[src/rtl/rrd_pkg.sv]
// shared types and constants of the round-robin dispatcher
`default_nettype none

package rrd_pkg;

   // sizing
   localparam int MAX_JOBS = 64;
   localparam int JOB_W    = $clog2(MAX_JOBS);
   localparam int COUNT_W  = $clog2(MAX_JOBS + 1);
   localparam int BURST_W  = 16;

   // fixed field widths of the channels
   localparam int FUNC_W      = 2;
   localparam int QUANTUM_W   = 16;
   localparam int JOB_INDEX_W = 6;
   localparam int TIME_W      = 22;
   localparam int NOW_W       = 23;
   localparam int TOTAL_W     = 28;
   localparam int LEFT_W      = 7;

   // request operation codes
   typedef enum logic [FUNC_W-1:0] {
      FUNC_LOAD     = 2'd0,
      FUNC_DISPATCH = 2'd1,
      FUNC_CLEAR    = 2'd2
   } func_type;

   // sequencer states
   typedef enum logic {
      ST_IDLE,
      ST_COMMIT
   } state_type;

   // one ready-queue entry
   typedef struct packed {
      logic [JOB_W-1:0]   idx;
      logic [BURST_W-1:0] rem;
      logic [BURST_W-1:0] burst;
   } job_entry_type;

   // per-cell control from the queue to a cell
   typedef struct packed {
      logic shift;
      logic load;
   } cell_ctrl_type;

   // result beat held in the output register
   typedef struct packed {
      logic                   queue_empty;
      logic [JOB_INDEX_W-1:0] job_index;
      logic [TIME_W-1:0]      slice_start;
      logic [TIME_W-1:0]      slice_end;
      logic                   extends_previous;
      logic                   job_finished;
      logic [TIME_W-1:0]      completion_time;
      logic [TIME_W-1:0]      waiting_time;
      logic [TOTAL_W-1:0]     total_turnaround;
      logic [TOTAL_W-1:0]     total_waiting;
      logic [LEFT_W-1:0]      jobs_left;
   } rsp_beat_type;

endpackage

`default_nettype wire

[src/rtl/rrd_req_if.sv]
// request channel: operation code and burst time
`default_nettype none

interface rrd_req_if;
   logic                        valid;
   logic                        ready;
   logic [rrd_pkg::FUNC_W-1:0]  func;
   logic [rrd_pkg::BURST_W-1:0] burst_time;

   modport source (output valid, output func, output burst_time, input ready);
   modport sink (input valid, input func, input burst_time, output ready);
endinterface

`default_nettype wire

[src/rtl/rrd_rsp_if.sv]
// response channel: one slice or load report per beat
`default_nettype none

interface rrd_rsp_if;
   logic                            valid;
   logic                            ready;
   logic                            queue_empty;
   logic [rrd_pkg::JOB_INDEX_W-1:0] job_index;
   logic [rrd_pkg::TIME_W-1:0]      slice_start;
   logic [rrd_pkg::TIME_W-1:0]      slice_end;
   logic                            extends_previous;
   logic                            job_finished;
   logic [rrd_pkg::TIME_W-1:0]      completion_time;
   logic [rrd_pkg::TIME_W-1:0]      waiting_time;
   logic [rrd_pkg::TOTAL_W-1:0]     total_turnaround;
   logic [rrd_pkg::TOTAL_W-1:0]     total_waiting;
   logic [rrd_pkg::LEFT_W-1:0]      jobs_left;

   modport source (
      output valid, output queue_empty, output job_index, output slice_start,
      output slice_end, output extends_previous, output job_finished,
      output completion_time, output waiting_time, output total_turnaround,
      output total_waiting, output jobs_left, input ready
   );
   modport sink (
      input valid, input queue_empty, input job_index, input slice_start,
      input slice_end, input extends_previous, input job_finished,
      input completion_time, input waiting_time, input total_turnaround,
      input total_waiting, input jobs_left, output ready
   );
endinterface

`default_nettype wire

[src/rtl/rrd_csr_if.sv]
// configuration write channel: time quantum
`default_nettype none

interface rrd_csr_if;
   logic                          valid;
   logic                          ready;
   logic [rrd_pkg::QUANTUM_W-1:0] time_quantum;

   modport source (output valid, output time_quantum, input ready);
   modport sink (input valid, input time_quantum, output ready);
endinterface

`default_nettype wire

[src/rtl/rrd_cell.sv]
// one ready-queue cell: holds an entry, loads new data or takes its neighbor's
`default_nettype none

module rrd_cell (
   input  wire logic                   clock,
   input  wire rrd_pkg::cell_ctrl_type ctrl,
   input  wire rrd_pkg::job_entry_type push_data,
   input  wire rrd_pkg::job_entry_type next_data,
   output rrd_pkg::job_entry_type      data_out
);
   import rrd_pkg::*;

   job_entry_type entry_ff;
   job_entry_type entry_in;

   // a write at this slot wins over the shift toward the head
   always_comb begin
      priority if (ctrl.load) begin
         entry_in = push_data;
      end else if (ctrl.shift) begin
         entry_in = next_data;
      end else begin
         entry_in = entry_ff;
      end
   end

   always_ff @(posedge clock) begin
      entry_ff <= entry_in;
   end

   assign data_out = entry_ff;

endmodule

`default_nettype wire

[src/rtl/rrd_queue.sv]
// ready queue as a row of cells shifting toward the head
`default_nettype none

module rrd_queue (
   input  wire logic                          clock,
   input  wire logic                          shift,
   input  wire logic                          push,
   input  wire logic [rrd_pkg::COUNT_W-1:0]   push_pos,
   input  wire rrd_pkg::job_entry_type        push_data,
   output rrd_pkg::job_entry_type             head
);
   import rrd_pkg::*;

   job_entry_type cell_q [MAX_JOBS];

   // each cell takes the slot's write or the entry of the cell behind it
   for (genvar i = 0; i < MAX_JOBS; i++) begin : g_cell
      cell_ctrl_type ctrl;
      job_entry_type next_data;

      assign ctrl.shift = shift;
      assign ctrl.load  = push && (push_pos == COUNT_W'(i));

      if (i == MAX_JOBS - 1) begin : g_tail
         assign next_data = push_data;
      end else begin : g_mid
         assign next_data = cell_q[i + 1];
      end

      rrd_cell u_cell (
         .clock     (clock),
         .ctrl      (ctrl),
         .push_data (push_data),
         .next_data (next_data),
         .data_out  (cell_q[i])
      );
   end

   assign head = cell_q[0];

endmodule

`default_nettype wire

[src/rtl/round_robin_dispatcher_core.sv]
// top level of the round-robin dispatcher
//
// Channels: req_ch carries one operation per beat (load a job's burst time,
// dispatch one slice, or clear the job set); rsp_ch returns at most one beat
// per request; csr_ch writes the time quantum and is always ready.
// Loads are answered with the job's index; a dispatch is answered with the
// slice it ran or with queue_empty. Clears, ignored loads and unused codes
// give no beat.
// Sequencing: a request is taken in the idle state, which registers its
// operation and the first-step results; the commit state then writes the
// result to the output register once the output slot is free. The two
// states follow the two steps of a dispatch: slice arithmetic on the queue
// head, then the write-back that requeues the job into the row of cells.
// When the receiver stalls with a beat held, the block keeps the next result
// in its commit step and takes no new request until the beat leaves.
// Reset empties the queue, zeroes time and totals and sets the quantum to 1;
// a clear does the same but keeps the quantum.
`default_nettype none

module round_robin_dispatcher_core (
   input  wire logic  clock,
   input  wire logic  reset,
   rrd_req_if.sink    req_ch,
   rrd_rsp_if.source  rsp_ch,
   rrd_csr_if.sink    csr_ch
);
   import rrd_pkg::*;

   // control state
   state_type            state_ff, state_in;
   logic [COUNT_W-1:0]   count_ff, count_in;
   logic [COUNT_W-1:0]   loaded_ff, loaded_in;
   logic [NOW_W-1:0]     now_ff, now_in;
   logic                 last_valid_ff, last_valid_in;
   logic [JOB_W-1:0]     last_job_ff, last_job_in;
   logic                 started_ff, started_in;
   logic [TOTAL_W-1:0]   sum_turn_ff, sum_turn_in;
   logic [TOTAL_W-1:0]   sum_wait_ff, sum_wait_in;
   logic [QUANTUM_W-1:0] quantum_ff, quantum_in;
   logic                 rsp_valid_ff, rsp_valid_in;

   // payload registers
   logic [FUNC_W-1:0]    func_ff, func_in;
   logic [BURST_W-1:0]   burst_ff, burst_in;
   logic [NOW_W-1:0]     run_now_ff, run_now_in;
   logic [BURST_W-1:0]   rem_left_ff, rem_left_in;
   rsp_beat_type         beat_ff, beat_in;

   // queue interface
   logic                 q_shift;
   logic                 q_push;
   logic [COUNT_W-1:0]   q_push_pos;
   job_entry_type        q_push_data;
   job_entry_type        head;

   // handshake and sequencing strobes
   logic                 accept;
   logic                 slot_free;
   logic                 commit_go;

   // slice arithmetic on the head entry
   logic [BURST_W-1:0]   run_len;
   logic [NOW_W-1:0]     burst_ext;
   logic [NOW_W-1:0]     wait_val;

   rrd_queue u_queue (
      .clock     (clock),
      .shift     (q_shift),
      .push      (q_push),
      .push_pos  (q_push_pos),
      .push_data (q_push_data),
      .head      (head)
   );

   assign slot_free = !rsp_valid_ff || rsp_ch.ready;
   assign accept    = req_ch.valid && req_ch.ready;

   // next state
   always_comb begin
      unique case (state_ff)
         ST_IDLE: begin
            state_in = accept ? ST_COMMIT : ST_IDLE;
         end
         ST_COMMIT: begin
            state_in = slot_free ? ST_IDLE : ST_COMMIT;
         end
         default: begin
            state_in = ST_IDLE;
         end
      endcase
   end

   // state outputs
   always_comb begin
      unique case (state_ff)
         ST_IDLE: begin
            req_ch.ready = 1'b1;
            commit_go    = 1'b0;
         end
         ST_COMMIT: begin
            req_ch.ready = 1'b0;
            commit_go    = slot_free;
         end
         default: begin
            req_ch.ready = 1'b0;
            commit_go    = 1'b0;
         end
      endcase
   end

   // first step: run length, new time and remaining time of the head job, and the request's code and burst time
   always_comb begin
      run_len     = (quantum_ff < head.rem) ? quantum_ff : head.rem;
      run_now_in  = accept ? now_ff + NOW_W'(run_len) : run_now_ff;
      rem_left_in = accept ? head.rem - run_len : rem_left_ff;
      func_in     = accept ? req_ch.func : func_ff;
      burst_in    = accept ? req_ch.burst_time : burst_ff;
   end

   // waiting time of a job that finishes in this slice
   always_comb begin
      burst_ext = NOW_W'(head.burst);
      wait_val  = (run_now_ff >= burst_ext) ? run_now_ff - burst_ext : '0;
   end

   // configuration write
   assign csr_ch.ready = 1'b1;
   assign quantum_in   = csr_ch.valid ? csr_ch.time_quantum : quantum_ff;

   // second step: commit the operation and build the response beat
   always_comb begin
      count_in      = count_ff;
      loaded_in     = loaded_ff;
      now_in        = now_ff;
      last_valid_in = last_valid_ff;
      last_job_in   = last_job_ff;
      started_in    = started_ff;
      sum_turn_in   = sum_turn_ff;
      sum_wait_in   = sum_wait_ff;
      rsp_valid_in  = rsp_valid_ff && !rsp_ch.ready;
      beat_in       = beat_ff;
      q_shift       = 1'b0;
      q_push        = 1'b0;
      q_push_pos    = count_ff;
      q_push_data   = '{idx: loaded_ff[JOB_W-1:0], rem: burst_ff, burst: burst_ff};

      if (commit_go) begin
         unique case (func_ff)
            FUNC_LOAD: begin
               if (!started_ff && (loaded_ff < COUNT_W'(MAX_JOBS))) begin
                  q_push            = 1'b1;
                  count_in          = count_ff + 1'b1;
                  loaded_in         = loaded_ff + 1'b1;
                  rsp_valid_in      = 1'b1;
                  beat_in           = '0;
                  beat_in.job_index = JOB_INDEX_W'(loaded_ff);
                  beat_in.jobs_left = LEFT_W'(count_ff + 1'b1);
               end
            end
            FUNC_DISPATCH: begin
               started_in   = 1'b1;
               rsp_valid_in = 1'b1;
               beat_in      = '0;
               if (count_ff == '0) begin
                  beat_in.queue_empty = 1'b1;
               end else begin
                  q_shift                  = 1'b1;
                  now_in                   = run_now_ff;
                  last_valid_in            = 1'b1;
                  last_job_in              = head.idx;
                  beat_in.job_index        = JOB_INDEX_W'(head.idx);
                  beat_in.slice_start      = now_ff[TIME_W-1:0];
                  beat_in.slice_end        = run_now_ff[TIME_W-1:0];
                  beat_in.extends_previous = last_valid_ff && (last_job_ff == head.idx);
                  if (rem_left_ff != '0) begin
                     // requeue behind the others after the shift
                     q_push      = 1'b1;
                     q_push_pos  = count_ff - 1'b1;
                     q_push_data = '{idx: head.idx, rem: rem_left_ff, burst: head.burst};
                  end else begin
                     count_in                = count_ff - 1'b1;
                     sum_turn_in             = sum_turn_ff + TOTAL_W'(run_now_ff);
                     sum_wait_in             = sum_wait_ff + TOTAL_W'(wait_val);
                     beat_in.job_finished    = 1'b1;
                     beat_in.completion_time = run_now_ff[TIME_W-1:0];
                     beat_in.waiting_time    = wait_val[TIME_W-1:0];
                  end
                  beat_in.total_turnaround = sum_turn_in;
                  beat_in.total_waiting    = sum_wait_in;
               end
               beat_in.jobs_left = LEFT_W'(count_in);
            end
            FUNC_CLEAR: begin
               count_in      = '0;
               loaded_in     = '0;
               now_in        = '0;
               last_valid_in = 1'b0;
               last_job_in   = '0;
               started_in    = 1'b0;
               sum_turn_in   = '0;
               sum_wait_in   = '0;
            end
            default: begin
            end
         endcase
      end
   end

   // control registers
   always_ff @(posedge clock) begin
      if (reset) begin
         state_ff      <= ST_IDLE;
         count_ff      <= '0;
         loaded_ff     <= '0;
         now_ff        <= '0;
         last_valid_ff <= 1'b0;
         last_job_ff   <= '0;
         started_ff    <= 1'b0;
         sum_turn_ff   <= '0;
         sum_wait_ff   <= '0;
         quantum_ff    <= QUANTUM_W'(1);
         rsp_valid_ff  <= 1'b0;
      end else begin
         state_ff      <= state_in;
         count_ff      <= count_in;
         loaded_ff     <= loaded_in;
         now_ff        <= now_in;
         last_valid_ff <= last_valid_in;
         last_job_ff   <= last_job_in;
         started_ff    <= started_in;
         sum_turn_ff   <= sum_turn_in;
         sum_wait_ff   <= sum_wait_in;
         quantum_ff    <= quantum_in;
         rsp_valid_ff  <= rsp_valid_in;
      end
   end

   // payload registers
   always_ff @(posedge clock) begin
      func_ff     <= func_in;
      burst_ff    <= burst_in;
      run_now_ff  <= run_now_in;
      rem_left_ff <= rem_left_in;
      beat_ff     <= beat_in;
   end

   // response channel
   assign rsp_ch.valid            = rsp_valid_ff;
   assign rsp_ch.queue_empty      = beat_ff.queue_empty;
   assign rsp_ch.job_index        = beat_ff.job_index;
   assign rsp_ch.slice_start      = beat_ff.slice_start;
   assign rsp_ch.slice_end        = beat_ff.slice_end;
   assign rsp_ch.extends_previous = beat_ff.extends_previous;
   assign rsp_ch.job_finished     = beat_ff.job_finished;
   assign rsp_ch.completion_time  = beat_ff.completion_time;
   assign rsp_ch.waiting_time     = beat_ff.waiting_time;
   assign rsp_ch.total_turnaround = beat_ff.total_turnaround;
   assign rsp_ch.total_waiting    = beat_ff.total_waiting;
   assign rsp_ch.jobs_left        = beat_ff.jobs_left;

endmodule

`default_nettype wire
[src/flat_wrapper.sv]
// flat-port wrapper written by rule: the top's interface ports become plain ports
module round_robin_dispatcher_core_flat import rrd_pkg::*;
  (clock, reset, req_ch_valid, req_ch_func, req_ch_burst_time, req_ch_ready, rsp_ch_valid, rsp_ch_queue_empty, rsp_ch_job_index, rsp_ch_slice_start, rsp_ch_slice_end, rsp_ch_extends_previous, rsp_ch_job_finished, rsp_ch_completion_time, rsp_ch_waiting_time, rsp_ch_total_turnaround, rsp_ch_total_waiting, rsp_ch_jobs_left, rsp_ch_ready, csr_ch_valid, csr_ch_time_quantum, csr_ch_ready);
  rrd_req_if req_ch_i ();
  rrd_rsp_if rsp_ch_i ();
  rrd_csr_if csr_ch_i ();
  input  wire logic clock;
  input  wire logic reset;
  input wire logic [$bits(req_ch_i.valid)-1:0] req_ch_valid;
  input wire logic [$bits(req_ch_i.func)-1:0] req_ch_func;
  input wire logic [$bits(req_ch_i.burst_time)-1:0] req_ch_burst_time;
  output wire logic [$bits(req_ch_i.ready)-1:0] req_ch_ready;
  output wire logic [$bits(rsp_ch_i.valid)-1:0] rsp_ch_valid;
  output wire logic [$bits(rsp_ch_i.queue_empty)-1:0] rsp_ch_queue_empty;
  output wire logic [$bits(rsp_ch_i.job_index)-1:0] rsp_ch_job_index;
  output wire logic [$bits(rsp_ch_i.slice_start)-1:0] rsp_ch_slice_start;
  output wire logic [$bits(rsp_ch_i.slice_end)-1:0] rsp_ch_slice_end;
  output wire logic [$bits(rsp_ch_i.extends_previous)-1:0] rsp_ch_extends_previous;
  output wire logic [$bits(rsp_ch_i.job_finished)-1:0] rsp_ch_job_finished;
  output wire logic [$bits(rsp_ch_i.completion_time)-1:0] rsp_ch_completion_time;
  output wire logic [$bits(rsp_ch_i.waiting_time)-1:0] rsp_ch_waiting_time;
  output wire logic [$bits(rsp_ch_i.total_turnaround)-1:0] rsp_ch_total_turnaround;
  output wire logic [$bits(rsp_ch_i.total_waiting)-1:0] rsp_ch_total_waiting;
  output wire logic [$bits(rsp_ch_i.jobs_left)-1:0] rsp_ch_jobs_left;
  input wire logic [$bits(rsp_ch_i.ready)-1:0] rsp_ch_ready;
  input wire logic [$bits(csr_ch_i.valid)-1:0] csr_ch_valid;
  input wire logic [$bits(csr_ch_i.time_quantum)-1:0] csr_ch_time_quantum;
  output wire logic [$bits(csr_ch_i.ready)-1:0] csr_ch_ready;
  assign req_ch_i.valid = req_ch_valid;
  assign req_ch_i.func = req_ch_func;
  assign req_ch_i.burst_time = req_ch_burst_time;
  assign req_ch_ready = req_ch_i.ready;
  assign rsp_ch_valid = rsp_ch_i.valid;
  assign rsp_ch_queue_empty = rsp_ch_i.queue_empty;
  assign rsp_ch_job_index = rsp_ch_i.job_index;
  assign rsp_ch_slice_start = rsp_ch_i.slice_start;
  assign rsp_ch_slice_end = rsp_ch_i.slice_end;
  assign rsp_ch_extends_previous = rsp_ch_i.extends_previous;
  assign rsp_ch_job_finished = rsp_ch_i.job_finished;
  assign rsp_ch_completion_time = rsp_ch_i.completion_time;
  assign rsp_ch_waiting_time = rsp_ch_i.waiting_time;
  assign rsp_ch_total_turnaround = rsp_ch_i.total_turnaround;
  assign rsp_ch_total_waiting = rsp_ch_i.total_waiting;
  assign rsp_ch_jobs_left = rsp_ch_i.jobs_left;
  assign rsp_ch_i.ready = rsp_ch_ready;
  assign csr_ch_i.valid = csr_ch_valid;
  assign csr_ch_i.time_quantum = csr_ch_time_quantum;
  assign csr_ch_ready = csr_ch_i.ready;
  round_robin_dispatcher_core u_core (.clock(clock), .reset(reset), .req_ch(req_ch_i), .rsp_ch(rsp_ch_i), .csr_ch(csr_ch_i));
endmodule
[config.mk]
export PLATFORM = sky130hd
export DESIGN_NAME = round_robin_dispatcher_core_flat
export DESIGN_NICKNAME = d
export VERILOG_FILES = /design/src/rtl/rrd_pkg.sv /design/src/rtl/rrd_req_if.sv /design/src/rtl/rrd_rsp_if.sv /design/src/rtl/rrd_csr_if.sv /design/src/rtl/rrd_cell.sv /design/src/rtl/rrd_queue.sv /design/src/rtl/round_robin_dispatcher_core.sv /design/src/flat_wrapper.sv
export SDC_FILE = /design/constraint.sdc
export NUM_CORES = 2
export LEC_CHECK = 0
export ABC_AREA = 0
export BUFFER_PORTS_ARGS = -buffer_cell sky130_fd_sc_hd__buf_2
export CAP_MARGIN = 25
export CELL_PAD_IN_SITES_DETAIL_PLACEMENT = 0
export CELL_PAD_IN_SITES_GLOBAL_PLACEMENT = 1
export CORE_MARGIN = 4
export CORE_UTILIZATION = 55
export DETAILED_ROUTE_END_ITERATION = 16
export PLACE_DENSITY = 0.9
export SYNTH_ARGS = -nofsm -noshare
export SYNTH_HDL_FRONTEND = slang
export SYNTH_SLANG_ARGS = --single-unit
[constraint.sdc]
create_clock -name clock -period 24.6 [get_ports clock]
set_input_delay 2.46 -clock clock [delete_from_list [all_inputs] [get_ports clock]]
set_output_delay 2.46 -clock clock [all_outputs]
set_load 0.005 [all_outputs]
# After elaboration in Yosys (flattened, before gate mapping)
# Cells that the tools add are included.
[word_totals] wordCells=625 reg_bits=2768 input_bits=39 out_inout_bits=163
[classes] n_reduce_logical=149 n_addsub=8 eq_ne=68 bitwise=1 muxes=178 order_cmp=3
[op_table] op="$mux 38" count=132
[op_table] op="$pmux 160 s2" count=1
[op_table] op="$eq 7x6->1 const B" count=32
[op_table] op="$mux 160" count=1
[op_table] op="$mux 152" count=1
[op_table] op="$reduce_bool 2->1" count=67
[op_table] op="$eq 7x5->1 const B" count=16
[op_table] op="$mux 28" count=4
[op_table] op="$pmux 28 s2" count=2
[op_table] op="$logic_and 1x1->1" count=68
[op_table] op="$add 28x23->28" count=2
[op_table] op="$eq 7x4->1 const B" count=8
[op_table] op="$mux 7" count=8
[op_table] op="$mux 23" count=2
[op_table] op="$pmux 23 s2" count=1
[op_table] op="$mux 45" count=1
[op_table] op="$eq 7x3->1 const B" count=4
[op_table] op="$add 23x16->23" count=1
[op_table] op="$ge 23x16->1" count=1
[op_table] op="$sub 23x16->23" count=1
[op_table] op="$pmux 7 s3" count=1
[op_table] op="$lt 16x16->1" count=1
[op_table] op="$mux 16" count=1
[op_table] op="$reduce_bool 16->1" count=1
[op_table] op="24 further kinds" count=50

# Longest topological paths before layout
[depth] depth_word=8 ltp_mapped=24 depth_no_buf=22

# Cells and area by module
# A second synthesis with hierarchy kept.
[hier_totals] cells_unflattened=7238 area_unflattened_um2=124743.4
[modules_own_cells] mod="rrd_cell" cells_per_inst=81 seq_area_each_um2=1141.1 area_per_inst_um2=1646.6 n_inst=64
[modules_own_cells] mod="round_robin_dispatcher_core" cells_per_inst=1951 seq_area_each_um2=8898.5 area_per_inst_um2=18783.0 n_inst=1
[modules_own_cells] mod="rrd_queue" cells_per_inst=103 seq_area_each_um2=0.0 area_per_inst_um2=579.3 n_inst=1

# Worst setup path before layout
# Ideal clock, no wire load.
[synth_timing] kind="input -> register" start="input rsp_ch_ready" end="register u_core.beat_ff (netlist bit u_core.rsp_ch.completion_time[0]), enable pin" path_buffers=0 stages=3 t_required_ns=23.698 setup_time_ns=0.902 setup_slack_ns=9.664 arrival_ns=14.034 cell_sequence="nand2b_1 > nand3_1 > o21ai_0"
[synth_between] elab_chain_len=3
[synth_lines] item="start, declared" line_no="flat_wrapper.sv:25" text="input wire logic [$bits(rsp_ch_i.ready)-1:0] rsp_ch_ready;"
[synth_lines] item="$logic_or 1x1->1" line_no="round_robin_dispatcher_core.sv:75" text="assign slot_free = !rsp_valid_ff || rsp_ch.ready;"
[synth_lines] item="$pmux 1 s2" line_no="round_robin_dispatcher_core.sv:95" text="unique case (state_ff)"
[synth_lines] item="$reduce_and 3->1 (no line)"
[synth_lines] item="end signal, assigned" line_no="round_robin_dispatcher_core.sv:244" text="beat_ff <= beat_in;"
[synth_lines] item="end, declared" line_no="round_robin_dispatcher_core.sv:47" text="rsp_beat_type beat_ff, beat_in;"
# No other way between the ends.
# A chain may end at the register's enable or synchronous reset.

# Worst setup path after layout
[layout_timing] start="input rsp_ch_ready" end="register u_core.u_queue.g_cell[3].u_cell.entry_ff (netlist bit u_core.u_queue.g_cell[3].u_cell.data_out[21]), enable pin"
[layout_between] elab_chain_len=6 word_cells_on_any_way=8 classes_between="eq/ne: 1; mux: 4; reduce/logical: 3"
[layout_lines] item="$logic_or 1x1->1 (*)" line_no="round_robin_dispatcher_core.sv:75"
[layout_lines] item="$pmux 1 s2 (*)" line_no="round_robin_dispatcher_core.sv:95"
[layout_lines] item="$mux 7" line_no="round_robin_dispatcher_core.sv:147" text="if (commit_go) begin"
[layout_lines] item="$eq 7x2->1" line_no="rrd_queue.sv:22" text="assign ctrl.load = push && (push_pos == COUNT_W'(i));"
[layout_lines] item="$logic_and 1x1->1" line_no="rrd_queue.sv:22"
[layout_lines] item="$reduce_bool 2->1 (no line) (*)"
[layout_lines] item="end signal, assigned" line_no="rrd_cell.sv:28" text="entry_ff <= entry_in;"
[layout_lines] item="end, declared" line_no="rrd_cell.sv:13" text="job_entry_type entry_ff;"
# Mark *: on every way between the ends. The rest lies on a longest branch, timed or not.

==> flow_summary.ini <==
[outcome]
outcome = complete, no violations

[detailed_routing]
drc = 0
routed_via_density = 6.212
drtIter0Drc = 10300
top_layer = met5
drtPass1Iterations = 7
wl_met1_um = 124900
route.final.wire_length_um = 324900
antenna_left = 0
vias = 74830
post_drt_wl_per_cell_um = 26.97
route.met3.wl_um = 35880
met2_routed_length_um = 145000

[power_and_ir_drop]
power.ir.vdd_worst_v = 0.00007184
power_per_standard_cell_area_nw_per_um2 = 74.68
total_leakage_power_nw = 46.32

[final_layout]
final_cell_count_no_fill = 12050
finish.net_count = 9149
layout-drive-gt1-share_pct = 19.27
synthToLayoutAreaGrowth_pct = 10.43

[global_routing]
grt_overflow = 0
grt_pass1_wl_um = 468400
grt_max_degree = 82
initial_antenna_violation_count = 19
grt_util_all_layers_pct = 28.30
first_global_vias = 70250

[critical_path]
cp_slowest_stage_delay_ns = 0.79
crit_path_arrival_time_ns = 6.94
timing.critical_path.fanout_max = 39
critical_path.n_buffers_inverters = 4
cp_data_required_time_ns = 25.17
critical_path.most_common_cell = sky130_fd_sc_hd__buf_4
crit_path_end_kind = flip-flop
worst_path_cell_chain = buf_2, nand2b_1, and3_1, nand3_2, nor3_1, a31oi_4, buf_4, nor2_1, nand2_1, buf_4, nand2_1, buf_4
timing.rr.start = u_core.count_ff[0]
criticalPathCategory = primary input to flip-flop
crit_path_top_delay_cell = sky130_fd_sc_hd__nand2_1
crit_family = simple AND/OR/NAND/NOR gates
critPathLaunchType = primary input
critical_path.startpoint = rsp_ch_ready

[clock_network]
worstSkewPairLatency_ns = 0.91
cts_buffers = 292
ctsLongestPathBuffers = 4
clkTransAtPathRegs_ns = 0.06
cts_tree = done
postCtsResizedCells = 0
cts_sinks = 2768
cts.root.buffer_cell = sky130_fd_sc_hd__clkbuf_16
cts.repair_timing.setup_buffer_count = 0
clock_tree.htree_level_count = 5
ctsHoldBuffers = 0

[timing]
finClkSkew_ns = 0.05770
setup_total_negative_slack_ns = 0
period_utilization_post_route_pct = 25.92
worst_slew_pin_slew_ns = 1.132
finalCriticalPeriod_ns = 6.377
fmaxAchievable_ghz = 0.1568
number_of_max_slew_violations_in_the_final_report = 0
slew_headroom_pct = 24.54
finalHoldViolCount = 0
holdWs_ns = 0.5078
rsz_0062_raised_after_global_routing = false
finalSetupViolations = 0

[place]
dpl.hpwl_um = 197400
count_of_placed_standard_cells_including_taps = 11530
gpl.final_weighted_congestion = 0.9317
port_buffers = 200

[synth]
post_synthesis_average_cell_area_sq_um = 13.21
synth.ff_latch_count = 2768
synth_nets = 9175
mappedNetlistArea_sq_um = 119100
synth_top_flop_cell = sky130_fd_sc_hd__edfxtp_1
synth_sequential_area_ratio_pct = 68.79
synth_cells = 9016
yosysUniqueCellTypes = 82
yosys_warnings = 0
synth_edf_count = 2649
async_reset_ff_share_pct = 0

[floorplan]
die_height_um = 473.3
chipWidth_um = 473.3
dieArea_sq_um = 224000
number_of_top_level_design_ports = 202
total_core_area_sq_um = 215000
initial_utilization_pct = 55.38
row_count = 170

[worst_hold_path]
timing.hold.worst.start = u_core.loaded_ff[6]
hold_class = flip-flop to flip-flop

[run]
max_cap_viol_count = 0
[synthesized netlist by cell type (83+ instances only)]
cell type | number | share of area, %
sky130_fd_sc_hd__o21ai_0 | 569 | 2.4
sky130_fd_sc_hd__dfxtp_1 | 119 | 2.0
sky130_fd_sc_hd__xnor2_1 | 83 | 0.61
sky130_fd_sc_hd__ha_1 | 115 | 1.2
sky130_fd_sc_hd__mux2_2 | 806 | 7.6
sky130_fd_sc_hd__nand2_1 | 745 | 2.3
sky130_fd_sc_hd__buf_2 | 270 | 1.1
sky130_fd_sc_hd__nor2_1 | 1200 | 3.8
sky130_fd_sc_hd__inv_1 | 126 | 0.40
sky130_fd_sc_hd__clkbuf_1 | 402 | 1.3
sky130_fd_sc_hd__mux2_1 | 139 | 1.3
sky130_fd_sc_hd__a21oi_1 | 1070 | 4.5
sky130_fd_sc_hd__edfxtp_1 | 2649 | 67
[flip-flops by register name, summed over array words and instances, names as in the netlist, 23 cells and up]
signal and cells:
u_core.run_now_ff 23, u_core.rsp_ch.total_waiting 28, u_core.u_queue.g_cell.u_cell.data_out 2432, u_core.sum_wait_ff 28
u_core.sum_turn_ff 28, u_core.now_ff 23, u_core.rsp_ch.total_turnaround 28
[report_power, final]
part / internal (mW) / switching, mW
sequential: 5.16 / 0.0378
combinational: 0.0984 / 0.336
clock: 2.42 / 1.77
total: 7.68 / 2.14
[worst reg2reg max path: stages, from the launching register on]
cell and delay (ns):
sky130_fd_sc_hd__dfxtp_1 0.74, sky130_fd_sc_hd__inv_1 0.34, sky130_fd_sc_hd__ha_1 0.30, sky130_fd_sc_hd__nand4_1 0.08
sky130_fd_sc_hd__buf_4 0.44, sky130_fd_sc_hd__nand3_2 0.63, sky130_fd_sc_hd__nor3_1 0.51, sky130_fd_sc_hd__a31oi_4 0.04
sky130_fd_sc_hd__buf_4 0.34, sky130_fd_sc_hd__nor2_1 0.71, sky130_fd_sc_hd__nand2_1 0.11, sky130_fd_sc_hd__buf_4 0.32
sky130_fd_sc_hd__nand2_1 0.84, sky130_fd_sc_hd__buf_4 0.44
[through the flow]
stage | util (%) | setup WS (ns) | power (mW) | instance area [sq um]
after detailed placement | 56.95 | 17.41 | 5.720 | 122500
final | 61.16 | 18.22 | 9.821 | 131500
after floorplan | - | 9.664 | 5.503 | 119100
after global placement | 56.89 | 16.52 | 5.710 | 122300
after global routing | 61.15 | 18.07 | 10.08 | 131500
after CTS | 61.10 | 18.38 | 9.848 | 131400
[final timing paths]
path / to / slack (ns) / cells past startpoint
max: u_core.u_queue.g_cell[3].u_cell.data_out[21] / 18.22 / 12
min: u_core.loaded_ff[6] / 0.51 / 2
max reg2reg: u_core.u_queue.g_cell[3].u_cell.data_out[21] / 18.42 / 13
min reg2reg: u_core.loaded_ff[6] / 0.51 / 2
[cell usage in the layout, fill, tap and decap left out, types with 9 or more instances in the layout]
cell type,n
sky130_fd_sc_hd__dfxtp_1,119
sky130_fd_sc_hd__a211oi_1,12
sky130_fd_sc_hd__nand3_1,28
sky130_fd_sc_hd__nand2_2,9
sky130_fd_sc_hd__nor2_1,1194
sky130_fd_sc_hd__and2_1,9
sky130_fd_sc_hd__xor2_1,42
sky130_fd_sc_hd__ha_1,114
sky130_fd_sc_hd__nand4_1,16
sky130_fd_sc_hd__nand3_2,15
sky130_fd_sc_hd__clkinv_2,41
sky130_fd_sc_hd__a22oi_1,59
sky130_fd_sc_hd__xnor2_1,83
sky130_fd_sc_hd__nor3_4,13
sky130_fd_sc_hd__nor2b_1,18
sky130_fd_sc_hd__clkbuf_1,67
sky130_fd_sc_hd__buf_2,199
sky130_fd_sc_hd__mux2_4,16
sky130_fd_sc_hd__inv_1,124
sky130_fd_sc_hd__o21a_1,17
sky130_fd_sc_hd__edfxtp_1,2649
sky130_fd_sc_hd__nand2b_1,9
sky130_fd_sc_hd__clkbuf_16,299
sky130_fd_sc_hd__mux2i_1,22
sky130_fd_sc_hd__a21oi_1,1070
sky130_fd_sc_hd__bufinv_16,18
sky130_fd_sc_hd__and3_1,72
sky130_fd_sc_hd__nor3_1,33
sky130_fd_sc_hd__a31oi_1,14
sky130_fd_sc_hd__o21ai_0,563
sky130_fd_sc_hd__mux2_1,139
sky130_fd_sc_hd__and2_2,30
sky130_fd_sc_hd__a21o_1,46
sky130_fd_sc_hd__or2_2,29
sky130_fd_sc_hd__clkinv_1,59
sky130_fd_sc_hd__a22o_1,21
sky130_fd_sc_hd__nor4_4,10
sky130_fd_sc_hd__nand2_1,738
sky130_fd_sc_hd__buf_4,207
sky130_fd_sc_hd__mux2_2,806
[metal layers]
layer,vias to the layer above,track usage (%)
met4,2,14.85
met2,4412,42.90
met3,784,6.912
li1,32770,-
met1,36870,38.13
met5,-,0
[final cells by class]
class,count,area [sq um]
inverter,126,473.0
antenna,7,17.52
timing repair buffer,416,2753
sequential,2768,81930
fill,15590,83530
tap,2838,3551
clock buffer,369,7775
multi-input combinational,5386,33880
clock inverter,136,1141
[logic make-up after synthesis]
group	count (synthesis)	share of synthesized area, %
AOI/OAI and AO/OA	1877	8.490
xor gates and xnor gates	125	0.9193
adders and majority gates	120	1.292
buffers and inverters	862	3.193
DFF	2768	68.79
muxes	990	9.381
other	1	0.003149
and+or+nand+nor	2273	7.930
Note: power is estimated with default switching activity, not from simulation.
